<file path="src/design/prnc_pkg.sv">
`timescale 1ns / 1ps
// ----------------------------------------------------------------------------
// prnc_pkg
// Shared widths, register indexes and types of the periodic neighbour counter.
// ----------------------------------------------------------------------------
package prnc_pkg;

    // coordinate and count widths
    localparam int COORD_BITS = 24;
    localparam int COUNT_BITS = 32;
    localparam int OUT_BITS   = 32;
    localparam int RSQ_BITS   = 48;

    // configuration port
    localparam int CFG_DATA_BITS = (COORD_BITS > RSQ_BITS) ? COORD_BITS : RSQ_BITS;
    localparam int CFG_IDX_BITS  = 1;
    localparam logic [CFG_IDX_BITS-1:0] REG_BOX_LENGTH = 1'd0;
    localparam logic [CFG_IDX_BITS-1:0] REG_RADIUS_SQ  = 1'd1;
    localparam logic [COORD_BITS-1:0]   BOX_RESET      = COORD_BITS'(24'hFFFFFF);

    // datapath widths
    localparam int DIFF_BITS = COORD_BITS + 2;
    localparam int WRAP_BITS = COORD_BITS + 1;
    localparam int SQ_BITS   = 2 * COORD_BITS;
    localparam int SUM_BITS  = 2 * COORD_BITS + 2;
    localparam int CMP_BITS  = (SUM_BITS > RSQ_BITS) ? SUM_BITS : RSQ_BITS;

    localparam logic [COUNT_BITS-1:0] COUNT_MAX = {COUNT_BITS{1'b1}};

    // work queue between front and back
    localparam int Q_DEPTH    = 8;
    localparam int Q_PTR_BITS = $clog2(Q_DEPTH);
    localparam int Q_CNT_BITS = $clog2(Q_DEPTH + 1);

    // per-item flags carried down the front pipeline
    typedef struct packed {
        logic has;
        logic start;
        logic last;
    } t_flags;

    // classified item handed to the back end
    typedef struct packed {
        logic hit;
        logic start;
        logic last;
    } t_work;

endpackage

</file>
<file path="src/design/prnc_queue.sv">
`timescale 1ns / 1ps
// ----------------------------------------------------------------------------
// prnc_queue
// Small first-in first-out queue of classified items between front and back.
// ----------------------------------------------------------------------------
module prnc_queue (
    input  logic            i_clk,
    input  logic            i_rst_n,
    input  logic            i_push,
    input  prnc_pkg::t_work i_entry,
    input  logic            i_pop,
    output logic            o_nonempty,
    output prnc_pkg::t_work o_entry
);
    import prnc_pkg::*;

    t_work                 r_mem [Q_DEPTH];
    logic [Q_PTR_BITS-1:0] r_wr;
    logic [Q_PTR_BITS-1:0] r_rd;
    logic [Q_CNT_BITS-1:0] r_cnt;

    // pointers and fill level
    always_ff @(posedge i_clk) begin
        if (!i_rst_n) begin
            r_wr  <= '0;
            r_rd  <= '0;
            r_cnt <= '0;
        end else begin
            if (i_push) begin
                r_wr <= r_wr + Q_PTR_BITS'(1);
            end
            if (i_pop) begin
                r_rd <= r_rd + Q_PTR_BITS'(1);
            end
            case ({i_push, i_pop})
                2'b10:   r_cnt <= r_cnt + Q_CNT_BITS'(1);
                2'b01:   r_cnt <= r_cnt - Q_CNT_BITS'(1);
                default: r_cnt <= r_cnt;
            endcase
        end
    end

    // storage
    always_ff @(posedge i_clk) begin
        if (i_push) begin
            r_mem[r_wr] <= i_entry;
        end
    end

    assign o_nonempty = (r_cnt != '0);
    assign o_entry    = r_mem[r_rd];

`ifndef SYNTHESIS
    a_no_overflow: assert property (@(posedge i_clk) disable iff (!i_rst_n)
        i_push |-> (r_cnt != Q_CNT_BITS'(Q_DEPTH)) || i_pop)
        else $error("push into full queue");
    a_no_underflow: assert property (@(posedge i_clk) disable iff (!i_rst_n)
        i_pop |-> o_nonempty)
        else $error("pop from empty queue");
`endif

endmodule

</file>
<file path="config.mk">
export PLATFORM = sky130hd
export DESIGN_NAME = prnc_queue
export DESIGN_NICKNAME = d
export VERILOG_FILES = /design/src/design/prnc_pkg.sv /design/src/design/prnc_queue.sv
export SDC_FILE = /design/constraint.sdc
export NUM_CORES = 1
export LEC_CHECK = 0
export BUFFER_PORTS_ARGS = -buffer_cell sky130_fd_sc_hd__buf_2
export CORE_UTILIZATION = 31
export CTS_CLUSTER_DIAMETER = 30
export DETAILED_ROUTE_END_ITERATION = 7
export GPL_ROUTABILITY_DRIVEN = 0
export PLACE_DENSITY = 0.51
export SYNTH_ARGS = -nofsm -noshare
export SYNTH_HDL_FRONTEND = slang
export SYNTH_SLANG_ARGS = --single-unit
</file>
<file path="constraint.sdc">
create_clock -name i_clk -period 2.2 [get_ports i_clk]
set_clock_uncertainty 0.2 [all_clocks]
set_input_delay 0.33 -clock i_clk [delete_from_list [all_inputs] [get_ports i_clk]]
set_output_delay 0.33 -clock i_clk [all_outputs]
set_load 0.1 [all_outputs]
</file>
==> out/metrics.yaml <==
cts_tree: "built"
final_area_um2: 1820
clock_sinks: 37
synth.largest_area_cell: "edfxtp_1"
clock_path_buffers: 2
post_dp_cell_area_um2: 1680
synthTopCellsByCount: "edfxtp_1 (24), dfxtp_1 (13)"
synth_seq_cells: 37
die_area_um2: 5250
first_pass_iters: 4
dr_total_vias: 827
r2r_end: "r_cnt[2]"
synth_compound_area_frac: 0.0187
synth.avg_cell_area_um2: 14.9
arrival_ns: 1.70
p_sw_mw: 0.436
clk_pin_slew_ns: 0.07
cts_hold_buf: 0
hp-class: "primary input to flip-flop"
p_total_mw: 1.55
finalWorstPathRequiredPeriod_ns: 2.23
totalWireLength_um: 2370
pwr_density_cell_nw_per_um2: 853
clk_latency_ns: 0.27
required_ns: 1.67
fmax_mhz: 448
ys_types: 27
drv_cap: 0
cpMostUsedCell: "buf_12"
dr.first_iter.drc_count: 34
synth_area_leaders: "edfxtp_1 (47%), dfxtp_1 (17%), mux4_2 (8.8%)"
drv_slew: 0
max_stage_delay_ns: 0.50
yosys.area_share.adder: 0.0407
drc: 0
synth_area_um2: 1540
pre_cts_ws_ns: -0.00384
synth_ff_type: "edfxtp_1"
rsz0062_at_grt: "true"
path_class: "flip-flop to primary output"
insertedDiodeCount: 0
fillers: 464
muxShareOfSynthArea: 0.136
endpoint: "o_entry[1]"
grtUsageTotal: 0.103
nets: 131
h-tree-depth: 2
worst_slack_ns: -0.0300
coreArea_um2: 4750
setup_violations: 3
dp_hpwl_um: 1800
violations: "negative setup slack"
pin_count: 11
drtAntennaViolNets: 0
grt_remaining_overflow: 0
rr_worst_depth: 6
p_int_mw: 1.12
layout-drive-gt1-share: 0.242
tightest_slew_ns: 0.517
synth_top_area_share: 0.469
power_switching_share: 0.280
grt_pass1_wl_um: 3850
synth_xor_area_frac: 0.0399
synth_cells: 103
ys_seq_area_frac: 0.638
yosysMostFrequentCell: "edfxtp_1"
power.leakage_nw: 0.648
syn_nets: 115
fin_hold_ws_ns: 0.132
root_buffer: "clkbuf_8"
synth_top_family_by_area: "multiplexers"
synthArstFlopShare: 0
post-cts-setup-buffers: 0
start_kind: "flip-flop"
syn_to_final_growth_pct: 18.6
chipHeight_um: 72.4
hold_violations: 0
grt_max_degree: 13
dieWidth_um: 72.4
power_frac_comb: 0.203
synth-simple-area-share: 0.119
antenna_found_initial: 0
status: "complete, but fails checks"
slowest_stage: "mux4_2"
maxSlewHeadroom: 0.653
cts_buffers: 5
crit_path_max_fanout: 6
first_global_vias: 826
initial_core_util: 0.323
vias_per_cell: 4.42
r2r-start: "r_cnt[1]"
ir_drop_mv: 0.455
fin_util: 0.383
finalCritPeriodShare: 1.01
rows: 25
port_buffers: 10
worstPathCellList: "buf_12 -> mux4_2 -> mux2_4 -> buf_12"
avgRoutedWirePerCell_um: 12.7
synth_edf_count: 24
clkPwrFrac: 0.280
ff2ff_setup_slack_ns: 0.46
ys_warn_count: 0
p_seq_frac: 0.518
critPathCaptureType: "primary output"
## power by group through the flow
stage	Combinational, mW	Sequential, mW	Clock (mW)
final	0.315	0.805	0.434
after global routing	0.334	0.808	0.488
after CTS	0.319	0.804	0.452
after detailed placement	0.278	0.819	0
after global placement	0.273	0.816	0
after floorplan	0.227	0.809	0
## cells by family (layout without fill, tap and decap cells)
family	count (synthesis)	in the layout
xor+xnor	7	7
flops	37	37
compound gates	5	5
fa+ha+maj	5	5
simple gates	33	33
buf+inv	3	20
mux	13	13
## layout make-up
cell class,instances,area [µm²],share of cell area
timing repair buffer,11,115,0.0631
clock inverter,2,10.0,0.00549
clock buffer,6,72.6,0.0398
sequential,37,982,0.539
multi-input combinational,63,556,0.305
tap,67,83.8,0.0460
inverter,1,3.75,0.00206
## sequential cells by signal, indices dropped and copies added, names as in the netlist, named ones only
name,flops
r_mem,24
r_cnt,4
r_rd,3
r_wr,3
## worst max-delay path: cells and delay by family, from the launching register on
kind	cells	cell delay [ns]
DFF	1	0.34
muxes	2	0.79
buffers and inverters	2	0.29
## what timing repair did
item                       in CTS  in global routing
setup endpoints to repair       3                  3
gates cloned                    0                  0
gates resized for setup        16                  0
## through the flow
stage,setup TNS [ns],std cells
2_1_floorplan,0,103
3_3_place_gp,0,179
3_5_place_dp,-0.00384,179
4_1_cts,-0.153,187
5_1_grt,-0.247,187
6_report,-0.0765,187
## worst min path at each step
stage                    start     endpoint  slack, ns  depth (start not counted)
finish              i_entry[0]  r_mem[4][0]       0.13                          1
global route        i_entry[0]  r_mem[4][0]       0.12                          1
CTS                 i_entry[0]  r_mem[5][0]       0.12                          1
detailed placement    r_cnt[3]     r_cnt[3]       0.27                          2
global placement      r_cnt[3]     r_cnt[3]       0.26                          2
floorplan           i_entry[0]  r_mem[0][0]       0.23                          0
## cell usage in the layout (no fill, tap or decap), drive strengths merged, types with 3 or more instances in the layout
master and count:
nand2 6, mux2 3, xnor2 3, and2 6, ha 5, buf 11
dfxtp 13, mux4 6, edfxtp 24, nand2b 4, mux2i 4, nor2b 3
xor2 4, clkbuf 6, nor2 6
## layer usage
metal	share of wire	track usage	vias to the layer above
met5	0	0	-
met4	0.014	0.0610	0
met3	0.042	0.0431	4
met1	0.45	0.114	399
met2	0.50	0.165	16
li1	-	-	408
No activity file was read; power rests on OpenSTA's default activity.
