===== config.mk =====
export PLATFORM = sky130hd
export DESIGN_NAME = prnc_back
export DESIGN_NICKNAME = d
export VERILOG_FILES = /design/src/design/prnc_pkg.sv /design/src/design/prnc_back.sv
export SDC_FILE = /design/constraint.sdc
export NUM_CORES = 1
export LEC_CHECK = 0
export BUFFER_PORTS_ARGS = -buffer_cell sky130_fd_sc_hd__clkbuf_2
export CAP_MARGIN = 20
export CELL_PAD_IN_SITES_DETAIL_PLACEMENT = 0
export CELL_PAD_IN_SITES_GLOBAL_PLACEMENT = 1
export CORE_MARGIN = 1.5
export CORE_UTILIZATION = 30
export CTS_BUF_LIST = sky130_fd_sc_hd__clkbuf_8
export DETAILED_ROUTE_END_ITERATION = 7
export PLACE_DENSITY_LB_ADDON = 0.1
export SLEW_MARGIN = 20
export SYNTH_ARGS = -nofsm -noshare
export SYNTH_HDL_FRONTEND = slang
export SYNTH_SLANG_ARGS = --single-unit

===== constraint.sdc =====
create_clock -name i_clk -period 2.5 [get_ports i_clk]
set_input_delay 0.125 -clock i_clk [delete_from_list [all_inputs] [get_ports i_clk]]
set_output_delay 0.125 -clock i_clk [all_outputs]
set_load 0.05 [all_outputs]

===== src/design/prnc_pkg.sv =====
`timescale 1ns / 1ps
// ----------------------------------------------------------------------------
// prnc_pkg
// Shared widths, register indexes and types of the periodic neighbour counter.
// ----------------------------------------------------------------------------
package prnc_pkg;

    // coordinate and count widths
    localparam int COORD_BITS = 24;
    localparam int COUNT_BITS = 32;
    localparam int OUT_BITS   = 32;
    localparam int RSQ_BITS   = 48;

    // configuration port
    localparam int CFG_DATA_BITS = (COORD_BITS > RSQ_BITS) ? COORD_BITS : RSQ_BITS;
    localparam int CFG_IDX_BITS  = 1;
    localparam logic [CFG_IDX_BITS-1:0] REG_BOX_LENGTH = 1'd0;
    localparam logic [CFG_IDX_BITS-1:0] REG_RADIUS_SQ  = 1'd1;
    localparam logic [COORD_BITS-1:0]   BOX_RESET      = COORD_BITS'(24'hFFFFFF);

    // datapath widths
    localparam int DIFF_BITS = COORD_BITS + 2;
    localparam int WRAP_BITS = COORD_BITS + 1;
    localparam int SQ_BITS   = 2 * COORD_BITS;
    localparam int SUM_BITS  = 2 * COORD_BITS + 2;
    localparam int CMP_BITS  = (SUM_BITS > RSQ_BITS) ? SUM_BITS : RSQ_BITS;

    localparam logic [COUNT_BITS-1:0] COUNT_MAX = {COUNT_BITS{1'b1}};

    // work queue between front and back
    localparam int Q_DEPTH    = 8;
    localparam int Q_PTR_BITS = $clog2(Q_DEPTH);
    localparam int Q_CNT_BITS = $clog2(Q_DEPTH + 1);

    // per-item flags carried down the front pipeline
    typedef struct packed {
        logic has;
        logic start;
        logic last;
    } t_flags;

    // classified item handed to the back end
    typedef struct packed {
        logic hit;
        logic start;
        logic last;
    } t_work;

endpackage


===== src/design/prnc_back.sv =====
`timescale 1ns / 1ps
// ----------------------------------------------------------------------------
// prnc_back
// Running neighbour count and the registered result output.
// ----------------------------------------------------------------------------
module prnc_back (
    input  logic                          i_clk,
    input  logic                          i_rst_n,
    input  logic                          i_nonempty,
    input  prnc_pkg::t_work               i_entry,
    output logic                          o_pop,
    output logic                          o_valid,
    input  logic                          i_stall,
    output logic [prnc_pkg::OUT_BITS-1:0] o_neighbour_count
);
    import prnc_pkg::*;

    logic [COUNT_BITS-1:0] r_count;
    logic [COUNT_BITS-1:0] n_count;
    logic [COUNT_BITS-1:0] cur;
    logic                  r_out_valid;
    logic [COUNT_BITS-1:0] r_out_count;
    logic                  out_free;
    logic [63:0]           out_wide;

    // an item that emits needs the output register free
    assign out_free = !r_out_valid || !i_stall;
    assign o_pop    = i_nonempty && (!i_entry.last || out_free);

    // clear, then count with saturation
    always_comb begin
        cur     = i_entry.start ? '0 : r_count;
        n_count = cur;
        if (i_entry.hit && (cur != COUNT_MAX)) begin
            n_count = cur + COUNT_BITS'(1);
        end
    end

    always_ff @(posedge i_clk) begin
        if (!i_rst_n) begin
            r_count     <= '0;
            r_out_valid <= 1'b0;
        end else begin
            if (o_pop) begin
                r_count <= n_count;
            end
            if (o_pop && i_entry.last) begin
                r_out_valid <= 1'b1;
            end else if (!i_stall) begin
                r_out_valid <= 1'b0;
            end
        end
    end

    // result payload
    always_ff @(posedge i_clk) begin
        if (o_pop && i_entry.last) begin
            r_out_count <= n_count;
        end
    end

    assign out_wide          = 64'(r_out_count);
    assign o_valid           = r_out_valid;
    assign o_neighbour_count = out_wide[OUT_BITS-1:0];

`ifndef SYNTHESIS
    a_no_result_overwrite: assert property (@(posedge i_clk) disable iff (!i_rst_n)
        (o_pop && i_entry.last) |-> out_free)
        else $error("result overwritten while stalled");
    a_count_kept_idle: assert property (@(posedge i_clk) disable iff (!i_rst_n)
        !o_pop |=> $stable(r_count))
        else $error("count changed without transaction");
`endif

endmodule


==> qor.csv, run 1 <==
metric,value,unit
outcome,finished clean,
rows,40,
path_clk_slew,0.08,ns
cp_slowest_cell,or4_1,
rsz0062_at_grt,no,
relSlewSlack,53.9,%
wl_met3,407,um
cts_max_level,3,
grt_pass1_vias,3190,
crit_family,simple AND/OR/NAND/NOR gates,
drive_gt1_share,23.6,%
combPwrFrac,11.5,%
dr.pass1.iters,4,
dp_hpwl,7.90,mm
synthMuxAreaShare,0,%
reg2regPathDepth,5,
fin_crit_sh,93.6,%
die-area,12900,um^2
crit_fanout,6,
clockBufferDepth,2,
antenna_cells,0,
cts_tree,built,
synth_edf_count,32,
p_total,2.20,mW
p_per_area,492,nW/um^2
cts_buffers,9,
p_switching,632,uW
syn-cell-area,3680,um^2
synth_top_family_by_area,simple AND/OR/NAND/NOR gates,
place_congestion,0.817,
die_x,114,um
top_layer,met4,
worstHoldPathType,primary input to register,
viasPerCell,5.57,
setup_viol,0,
start_kind,register,
layout_commonest_cell,nand2_1,
synthSimpleGateAreaFrac,30.5,%
ys_types,56,
cp_common_cell,or4_1,
area_growth,21.3,%
design_area,4470,um^2
maxCapViolCount,0,
synthFlopType,dfxtp_1,
wl_per_cell,17.7,um
synth_area_leaders,"edfxtp_1, dfxtp_1, nand2_1",
grt_pass1_wl,18.0,mm
insertion_delay,0.37,ns
drt-initial-drc-count,158,
p_leak,1.53,nW
fin_setup_tns,0,ns
ys_seq_area_share,44.0,%
start_util,30.7,%
cts_hold_buffers,0,
num_vias,3508,
final_cell_mix,"nand2_1, buf_4, clkbuf_2, dfxtp_1, edfxtp_1",
coreArea,12000,um^2
avgSynthCellArea,8.89,um^2
path_class,register to register,
antenna_found_initial,0,
cts.sinks,65,
hold_path_depth,3,
ant_nets,0,
portBuffers,40,
worst_slew_pin_slew,0.691,ns
period_needed,2.34,ns
cp.depth,5,
grtUsageTotal,18.3,%
intPower,1.57,mW
fin_ws,0.159,ns
ir_drop,0.000196,V
route.met2.wl,4.89,mm
post_cts_buffers,0,
synthAdderAreaFrac,0,%
fmax,0.427,GHz
slew_viol_final,0,
power_frac_seq,52.1,%
cts-root-buf,clkbuf_8,
met1_length,5.59,mm
synth_xor_area_share,3.09,%
grt_max_degree,35,
arrival,2.60,ns
holdWs,0.0206,ns
cp.required,2.76,ns
placed_cell_area,4290,um^2
critPathCaptureType,register,
hold_violations,0,
fill_cells,1246,
syn-num-nets,421,
seqCellArea,1620,um^2
sw_frac_of_total,28.8,%
dpl_worst_slack,0.0791,ns
layout.nets,485,
yosys.area.top_type,edfxtp_1,
syn-instance-count,414,
synth_compound_area_share,17.6,%
synth_warnings,0,
critPathBufInv,0,
finalClockSkew,0.0115,ns
ys_async_sr_fraction,0,%
drc_errors,0,
critPathMaxStageDelay,0.58,ns
multi_input_area,1900,um^2
synth-seq-cells,65,
synth_top_area_share,26.1,%
clkPwrFrac,36.3,%
overflow,0,
pin_count,41,
wirelength,11.2,mm
die_y,114,um
path_cells,"nand3b_1, or4_1, or4_1, nand2b_1, a311o_1",
## final timing paths
path                from          end  slack (ns)
max          r_count[11]  r_count[27]        0.16
min           i_entry[0]      o_valid        0.02
max reg2reg  r_count[11]  r_count[27]        0.16
min reg2reg  r_count[26]  r_count[26]        0.52
## worst register-to-register path, cell delays in order (launching register included)
cell	delay [ns]
dfxtp_1	0.40
nand3b_1	0.20
or4_1	0.58
or4_1	0.53
nand2b_1	0.20
a311o_1	0.32
## kinds of logic after synthesis
kind of cell	count (synthesis)
AND/OR/NAND/NOR	200
AO/OA/AOI/OAI	93
flip-flops	65
buffers and inverters	43
XOR/XNOR	13
## power by group through the flow
stage / clock, mW / combinational, mW / sequential [mW]
floorplan: 0 / 0.0875 / 1.25
global placement: 0 / 0.256 / 1.17
detailed placement: 0 / 0.257 / 1.17
CTS: 0.836 / 0.257 / 1.15
global route: 0.880 / 0.273 / 1.15
finish: 0.799 / 0.254 / 1.15
## sequential cells by signal, indices dropped and copies added, names as in the netlist
register / cells
o_valid: 1
r_count: 32
o_neighbour_count: 32
## final cells by class
| cell class | count | area share [%] |
|---|---|---|
| clock buffers | 10 | 3.08 |
| clock inverters | 6 | 0.616 |
| inverters | 9 | 0.756 |
| multi-input cells | 306 | 42.5 |
| flip-flops and latches | 65 | 36.3 |
| well taps | 147 | 4.12 |
| repair buffers | 87 | 12.7 |
## synthesized netlist by cell type (all sizes together) (2+ instances only)
library cell and count:
nor2b 11, o311ai 8, nor4 11, edfxtp 32, or3 13, and3 7, a41oi 2, nand2b 4
nand3 27, a31oi 13, nand4 12, o31ai 8, and4b 2, inv 9, a21oi 18, nor3 10
xor2 2, o211ai 3, clkbuf 26, a2111oi 2, nand3b 5, a311o 5, nand2 48, o2111ai 2
a311oi 3, nand4b 4, and4 3, o21ai 17, nor2 19, or4 18, buf 8, or4b 3
xnor2 11, dfxtp 33
## routing by layer
| metal | up-vias | GRT usage (%) |
|---|---|---|
| met5 | - | 0 |
| met4 | 0 | 9.08 |
| met3 | 16 | 3.40 |
| met2 | 64 | 27.5 |
| met1 | 1696 | 25.4 |
| li1 | 1732 | - |
## metrics by stage
stage | cells | utilization (%)
6_report | 630 | 37.2
2_1_floorplan | 414 | -
3_5_place_dp | 614 | 35.7
3_3_place_gp | 614 | 35.7
4_1_cts | 630 | 37.1
5_1_grt | 630 | 37.2
## timing repair
action / in CTS / in global routing
hold endpoints to repair: 0 / 0
endpoints found under the setup margin: 0 / 8
gates resized for setup: 0 / 4
No activity file was read; power rests on OpenSTA's default activity.
==> run 2: changes to the inputs <==
- CORE_UTILIZATION: 30 -> 46
==> run 2 against run 1 <==
  * Total power increased by 3.4%
  * Sequential cell count unchanged
  * Critical path depth unchanged
  * Sequential power hardly changed
  * Clock skew about the same
  * Core utilization rose by 20 points
  * Fmax up 1.0%
  * Clock power is 9.6% higher
  * Register-to-register slack better by 0.02 ns
  * Hold slack improved by 0.030 ns
  * Critical endpoint unchanged
  * Largest cell class unchanged
==> qor.csv, run 2 (same netlist as run 1, synthesis figures left out) <==
metric,value,unit,change
outcome,finished clean,,
clockBufferDepth,2,,unchanged
met1_length,4.93,mm,-12%
intPower,1.67,mW,+6.5%
critPathCaptureType,register,,
grt_pass1_wl,16.9,mm,-6.2%
fin_setup_tns,0,ns,unchanged
place_congestion,0.881,,+7.9%
cts-root-buf,clkbuf_8,,
worst_slew_pin_slew,0.685,ns,-0.00539 ns
sw_frac_of_total,26.6,%,-2.2 points
ant_nets,0,,unchanged
overflow,0,,unchanged
start_util,47.7,%,+17 points
crit_fanout,6,,unchanged
path_clk_slew,0.07,ns,about the same
crit_family,simple AND/OR/NAND/NOR gates,,
route.met2.wl,4.62,mm,-5.6%
final_cell_mix,"buf_4, nand2_1, clkbuf_2, dfxtp_1, edfxtp_1",,
slew_viol_final,0,,unchanged
wl_per_cell,17.3,um,-2.5%
rsz0062_at_grt,no,,
path_cells,"nand3b_1, or4_1, or4_1, nand2b_1, a311o_1",,
drt-initial-drc-count,211,,+34%
cp.required,2.73,ns,-0.03 ns
grt_max_degree,35,,unchanged
die_y,92.5,um,-19%
dp_cells,571,,-7.0%
cts.sinks,65,,unchanged
drive_gt1_share,23.5,%,-0.097 points
cts_buffers,9,,unchanged
cts_tree,built,,
antenna_cells,0,,unchanged
path_class,register to register,,
instances_no_fill,587,,-6.8%
grt_pass1_vias,3330,,+4.4%
critPathMaxStageDelay,0.57,ns,about the same
cp_slowest_cell,or4_1,,
combPwrFrac,11.0,%,-0.5 points
top_layer,met4,,
die-area,8550,um^2,-34%
worstHoldPathType,primary input to register,,
critPathBufInv,0,,unchanged
r2r-start,r_count[10],,
period_needed,2.32,ns,-0.0239 ns
viasPerCell,6.02,,+8.2%
start_kind,register,,
hold_path_depth,3,,unchanged
p_switching,605,uW,-4.4%
cp.depth,5,,unchanged
insertion_delay,0.34,ns,-0.03 ns
grtUsageTotal,25.2,%,+6.9 points
design_area,4430,um^2,-0.81%
p_per_area,513,nW/um^2,+4.2%
relSlewSlack,54.3,%,+0.36 points
reg2regPathDepth,5,,unchanged
p_leak,1.54,nW,+0.98%
layout_commonest_cell,buf_4,,
fin_crit_sh,92.7,%,-0.96 points
hold_violations,0,,unchanged
maxCapViolCount,0,,unchanged
portBuffers,40,,unchanged
ir_drop,0.000284,V,+45%
wirelength,10.1,mm,-9.1%
fmax,0.432,GHz,+1.0%
drc_errors,0,,unchanged
dp_hpwl,7.09,mm,-10%
cp_common_cell,or4_1,,
wl_met3,472,um,+16%
die_x,92.5,um,-19%
dr.pass1.iters,5,,+1
coreArea,7730,um^2,-36%
placed_cell_area,4230,um^2,-1.3%
pin_count,41,,unchanged
finalClockSkew,0.0117,ns,+0.000189 ns
layout.nets,487,,+0.41%
crit_start,r_count[10],,
num_vias,3536,,+0.80%
arrival,2.54,ns,-0.06 ns
min_from,i_entry[0],,
area_growth,20.4,%,
antenna_found_initial,0,,unchanged
reg2reg_setup_slack,0.18,ns,+0.02 ns
power_frac_seq,50.4,%,-1.7 points
clkPwrFrac,38.5,%,+2.2 points
setup_viol,0,,unchanged
cts_max_level,3,,unchanged
rows,32,,-20%
## run 2: stage by stage
stage               utilization, %  total power, mW  worst slack, ns  hold slack, ns
finish                        57.4             2.27            0.183          0.0501
global route                  57.4             2.35           0.0189          0.0567
CTS                           57.2             2.28           0.0925          0.0454
detailed placement            54.8             1.42           0.0961           0.400
global placement              54.8             1.42            0.125           0.392
floorplan                        -             1.34            0.205           0.269
## run 2: path summary, 6_finish.rpt
| kind | endpoint |
|---|---|
| min | o_valid |
| min reg2reg | r_count[21] |
| max | r_count[27] |
| max reg2reg | r_count[27] |
## run 2: layer usage
layer	GRT usage (%)	vias to the layer above
li1	-	1731
met1	35.7	1680
met2	40.1	111
met3	3.78	14
met4	6.92	0
met5	0	-
## run 2: worst reg2reg max path, stage by stage, from the launching register on
cell and delay, ns:
dfxtp_1 0.40, nand3b_1 0.19, or4_1 0.57, or4_1 0.52, nand2b_1 0.21, a311o_1 0.33
## run 2: layout make-up
type	instances	area, um^2
fill	723	3300
multi-input combinational	306	1890
sequential	65	1620
timing repair buffer	89	568
clock buffer	10	138
tap	102	128
clock inverter	6	51.3
inverter	9	33.8
## run 2: what timing repair did
action | CTS | global route
setup buffers | 0 | 0
hold endpoints to repair | 0 | 0
hold buffers | 0 | 0
endpoints found under the setup margin | 0 | 5
resized for setup | 0 | 2
## run 2: power groups by stage
stage	Clock, mW	Sequential [mW]	Combinational [mW]
after detailed placement	0	1.17	0.249
after global placement	0	1.17	0.247
after floorplan	0	1.25	0.0875
after CTS	0.888	1.15	0.250
after global routing	0.938	1.15	0.265
final	0.876	1.15	0.250
==> run 3: changes to the inputs <==
- CORE_ASPECT_RATIO: unset -> 0.9
- CTS_CLUSTER_DIAMETER: unset -> 40
==> run 3 against run 2 <==
  * Hold slack lost 0.0085 ns
  * Sequential share of layout area rose by 0.54 points
  * Critical path depth unchanged
  * Largest power group unchanged
  * Via count decreased by 0.62%
  * Cell area decreased by 1.4%
  * Cell count down 2.6%
  * Clock power about the same
==> qor.csv, run 3 (same netlist as run 1, synthesis figures left out) <==
metric,value,unit,change
critPathCaptureType,register,,
rsz0062_at_grt,no,,
reg2reg_setup_slack,0.16,ns,-0.02 ns
die_y,87.9,um,-5.0%
path_class,register to register,,
relSlewSlack,48.5,%,-5.8 points
drive_gt1_share,22.7,%,-0.82 points
cts_tree,built,,
fmax,0.428,GHz,-0.84%
crit_family,simple AND/OR/NAND/NOR gates,,
cts-root-buf,clkbuf_8,,
grt_max_degree,35,,unchanged
cts.sinks,65,,unchanged
num_vias,3514,,-0.62%
grt_pass1_vias,3169,,-4.8%
overflow,0,,unchanged
crit_fanout,11,,+5
antenna_found_initial,0,,unchanged
p_leak,1.49,nW,-3.6%
fill_cells,730,,+0.97%
p_per_area,521,nW/um^2,+1.5%
die_x,97.3,um,+5.2%
grtUsageTotal,24.0,%,-1.2 points
slew_viol_final,0,,unchanged
final_cell_mix,"nand2_1, clkbuf_2, buf_4, edfxtp_1, dfxtp_1",,
finalClockSkew,0.0130,ns,+0.00137 ns
place_congestion,0.851,,-3.4%
coreArea,7660,um^2,-0.91%
post_cts_buffers,0,,unchanged
setup_viol,0,,unchanged
met2_usage,40.1,%,about the same
critPathMaxStageDelay,0.68,ns,+0.11 ns
dr.pass1.iters,5,,unchanged
die-area,8550,um^2,about the same
cp.required,2.78,ns,+0.05 ns
holdWs,0.0416,ns,-0.00855 ns
clockBufferDepth,2,,unchanged
dpl_worst_slack,0.109,ns,+0.0125 ns
portBuffers,40,,unchanged
critPathBufInv,0,,unchanged
cts_max_level,3,,unchanged
cts_hold_buffers,0,,unchanged
met1_usage,31.6,%,-4.1 points
outcome,finished clean,,
cp_slowest_cell,or4b_2,,
busiest_layer,met2,,
area_growth,18.7,%,
start_kind,register,,
worst_slew_pin_slew,0.771,ns,+0.0856 ns
rows,30,,-6.3%
grt_pass1_wl,16.2,mm,-4.4%
arrival,2.62,ns,+0.08 ns
antenna_cells,0,,unchanged
path_cells,"nand3b_1, or2_2, or3_1, or4b_2, a31oi_1",,
path_clk_slew,0.08,ns,about the same
fin_setup_tns,0,ns,unchanged
insertion_delay,0.35,ns,about the same
drc_errors,0,,unchanged
period_needed,2.34,ns,+0.0197 ns
cts_buffers,9,,unchanged
layout_commonest_cell,nand2_1,,
pin_count,41,,unchanged
dp_hpwl,6.97,mm,-1.6%
fin_ws,0.163,ns,-0.0197 ns
fin_crit_sh,93.5,%,+0.79 points
ir_drop,0.000207,V,-27%
layout.nets,479,,-1.6%
hold_violations,0,,unchanged
drt-initial-drc-count,166,,-21%
cts.repair.resized,0,,unchanged
maxCapViolCount,0,,unchanged
met3_usage,4.23,%,+0.45 points
viasPerCell,6.14,,+2.0%
wl_per_cell,17.9,um,+3.2%
worstHoldPathType,primary input to register,,
start_util,48.1,%,+0.44 points
ant_nets,0,,unchanged
wirelength,10.2,mm,+0.61%
==> run 3: cell types whose count changed in the layout (fill, tap and decap cells not counted), sizes merged <==
cell	change
clkbuf	-1
clkinvlp	+2
inv	-3
clkinv	+1
buf	-8
==> run 3: path summary, 6_finish.rpt <==
check / start / endpoint / cells past startpoint
min: i_entry[0] / o_valid / 3
max reg2reg: r_count[11] / r_count[19] / 5
min reg2reg: r_count[19] / r_count[19] / 2
max: r_count[11] / r_count[19] / 5
==> run 3: area by class of cell <==
| class | count | area (um^2) | share of cell area, % |
|---|---|---|---|
| clock buffers | 9 | 124 | 2.83 |
| clock inverters | 6 | 60.1 | 1.37 |
| inverters | 9 | 33.8 | 0.773 |
| multi-input cells | 306 | 1890 | 43.2 |
| flip-flops and latches | 65 | 1620 | 37.1 |
| well taps | 96 | 120 | 2.75 |
| repair buffers | 81 | 520 | 11.9 |
==> run 3: through the flow <==
step	instances	area (um^2)	utilization, %	power [mW]
after floorplan	414	3680	-	1.34
after global placement	557	4180	54.6	1.42
after detailed placement	557	4180	54.6	1.42
after CTS	572	4360	57.0	2.29
after global routing	572	4370	57.1	2.35
final	572	4370	57.1	2.28
==> run 3: power breakdown <==
group | switching (mW) | leakage (nW) | internal [mW]
sequential | 0.00815 | 0.555 | 1.14
combinational | 0.195 | 0.839 | 0.0572
clock | 0.426 | 0.0909 | 0.449
total | 0.630 | 1.49 | 1.65
==> run 3: metal layers <==
| layer | vias up | share of wire (%) |
|---|---|---|
| met5 | - | 0 |
| met4 | 0 | 1.4 |
| met3 | 13 | 5.1 |
| met2 | 106 | 47 |
| met1 | 1680 | 47 |
| li1 | 1715 | - |
==> run 3: worst register-to-register path, cell delays in order (launching register included) <==
cell      delay, ns
dfxtp_1        0.39
nand3b_1       0.19
or2_2          0.38
or3_1          0.47
or4b_2         0.68
a31oi_1        0.17
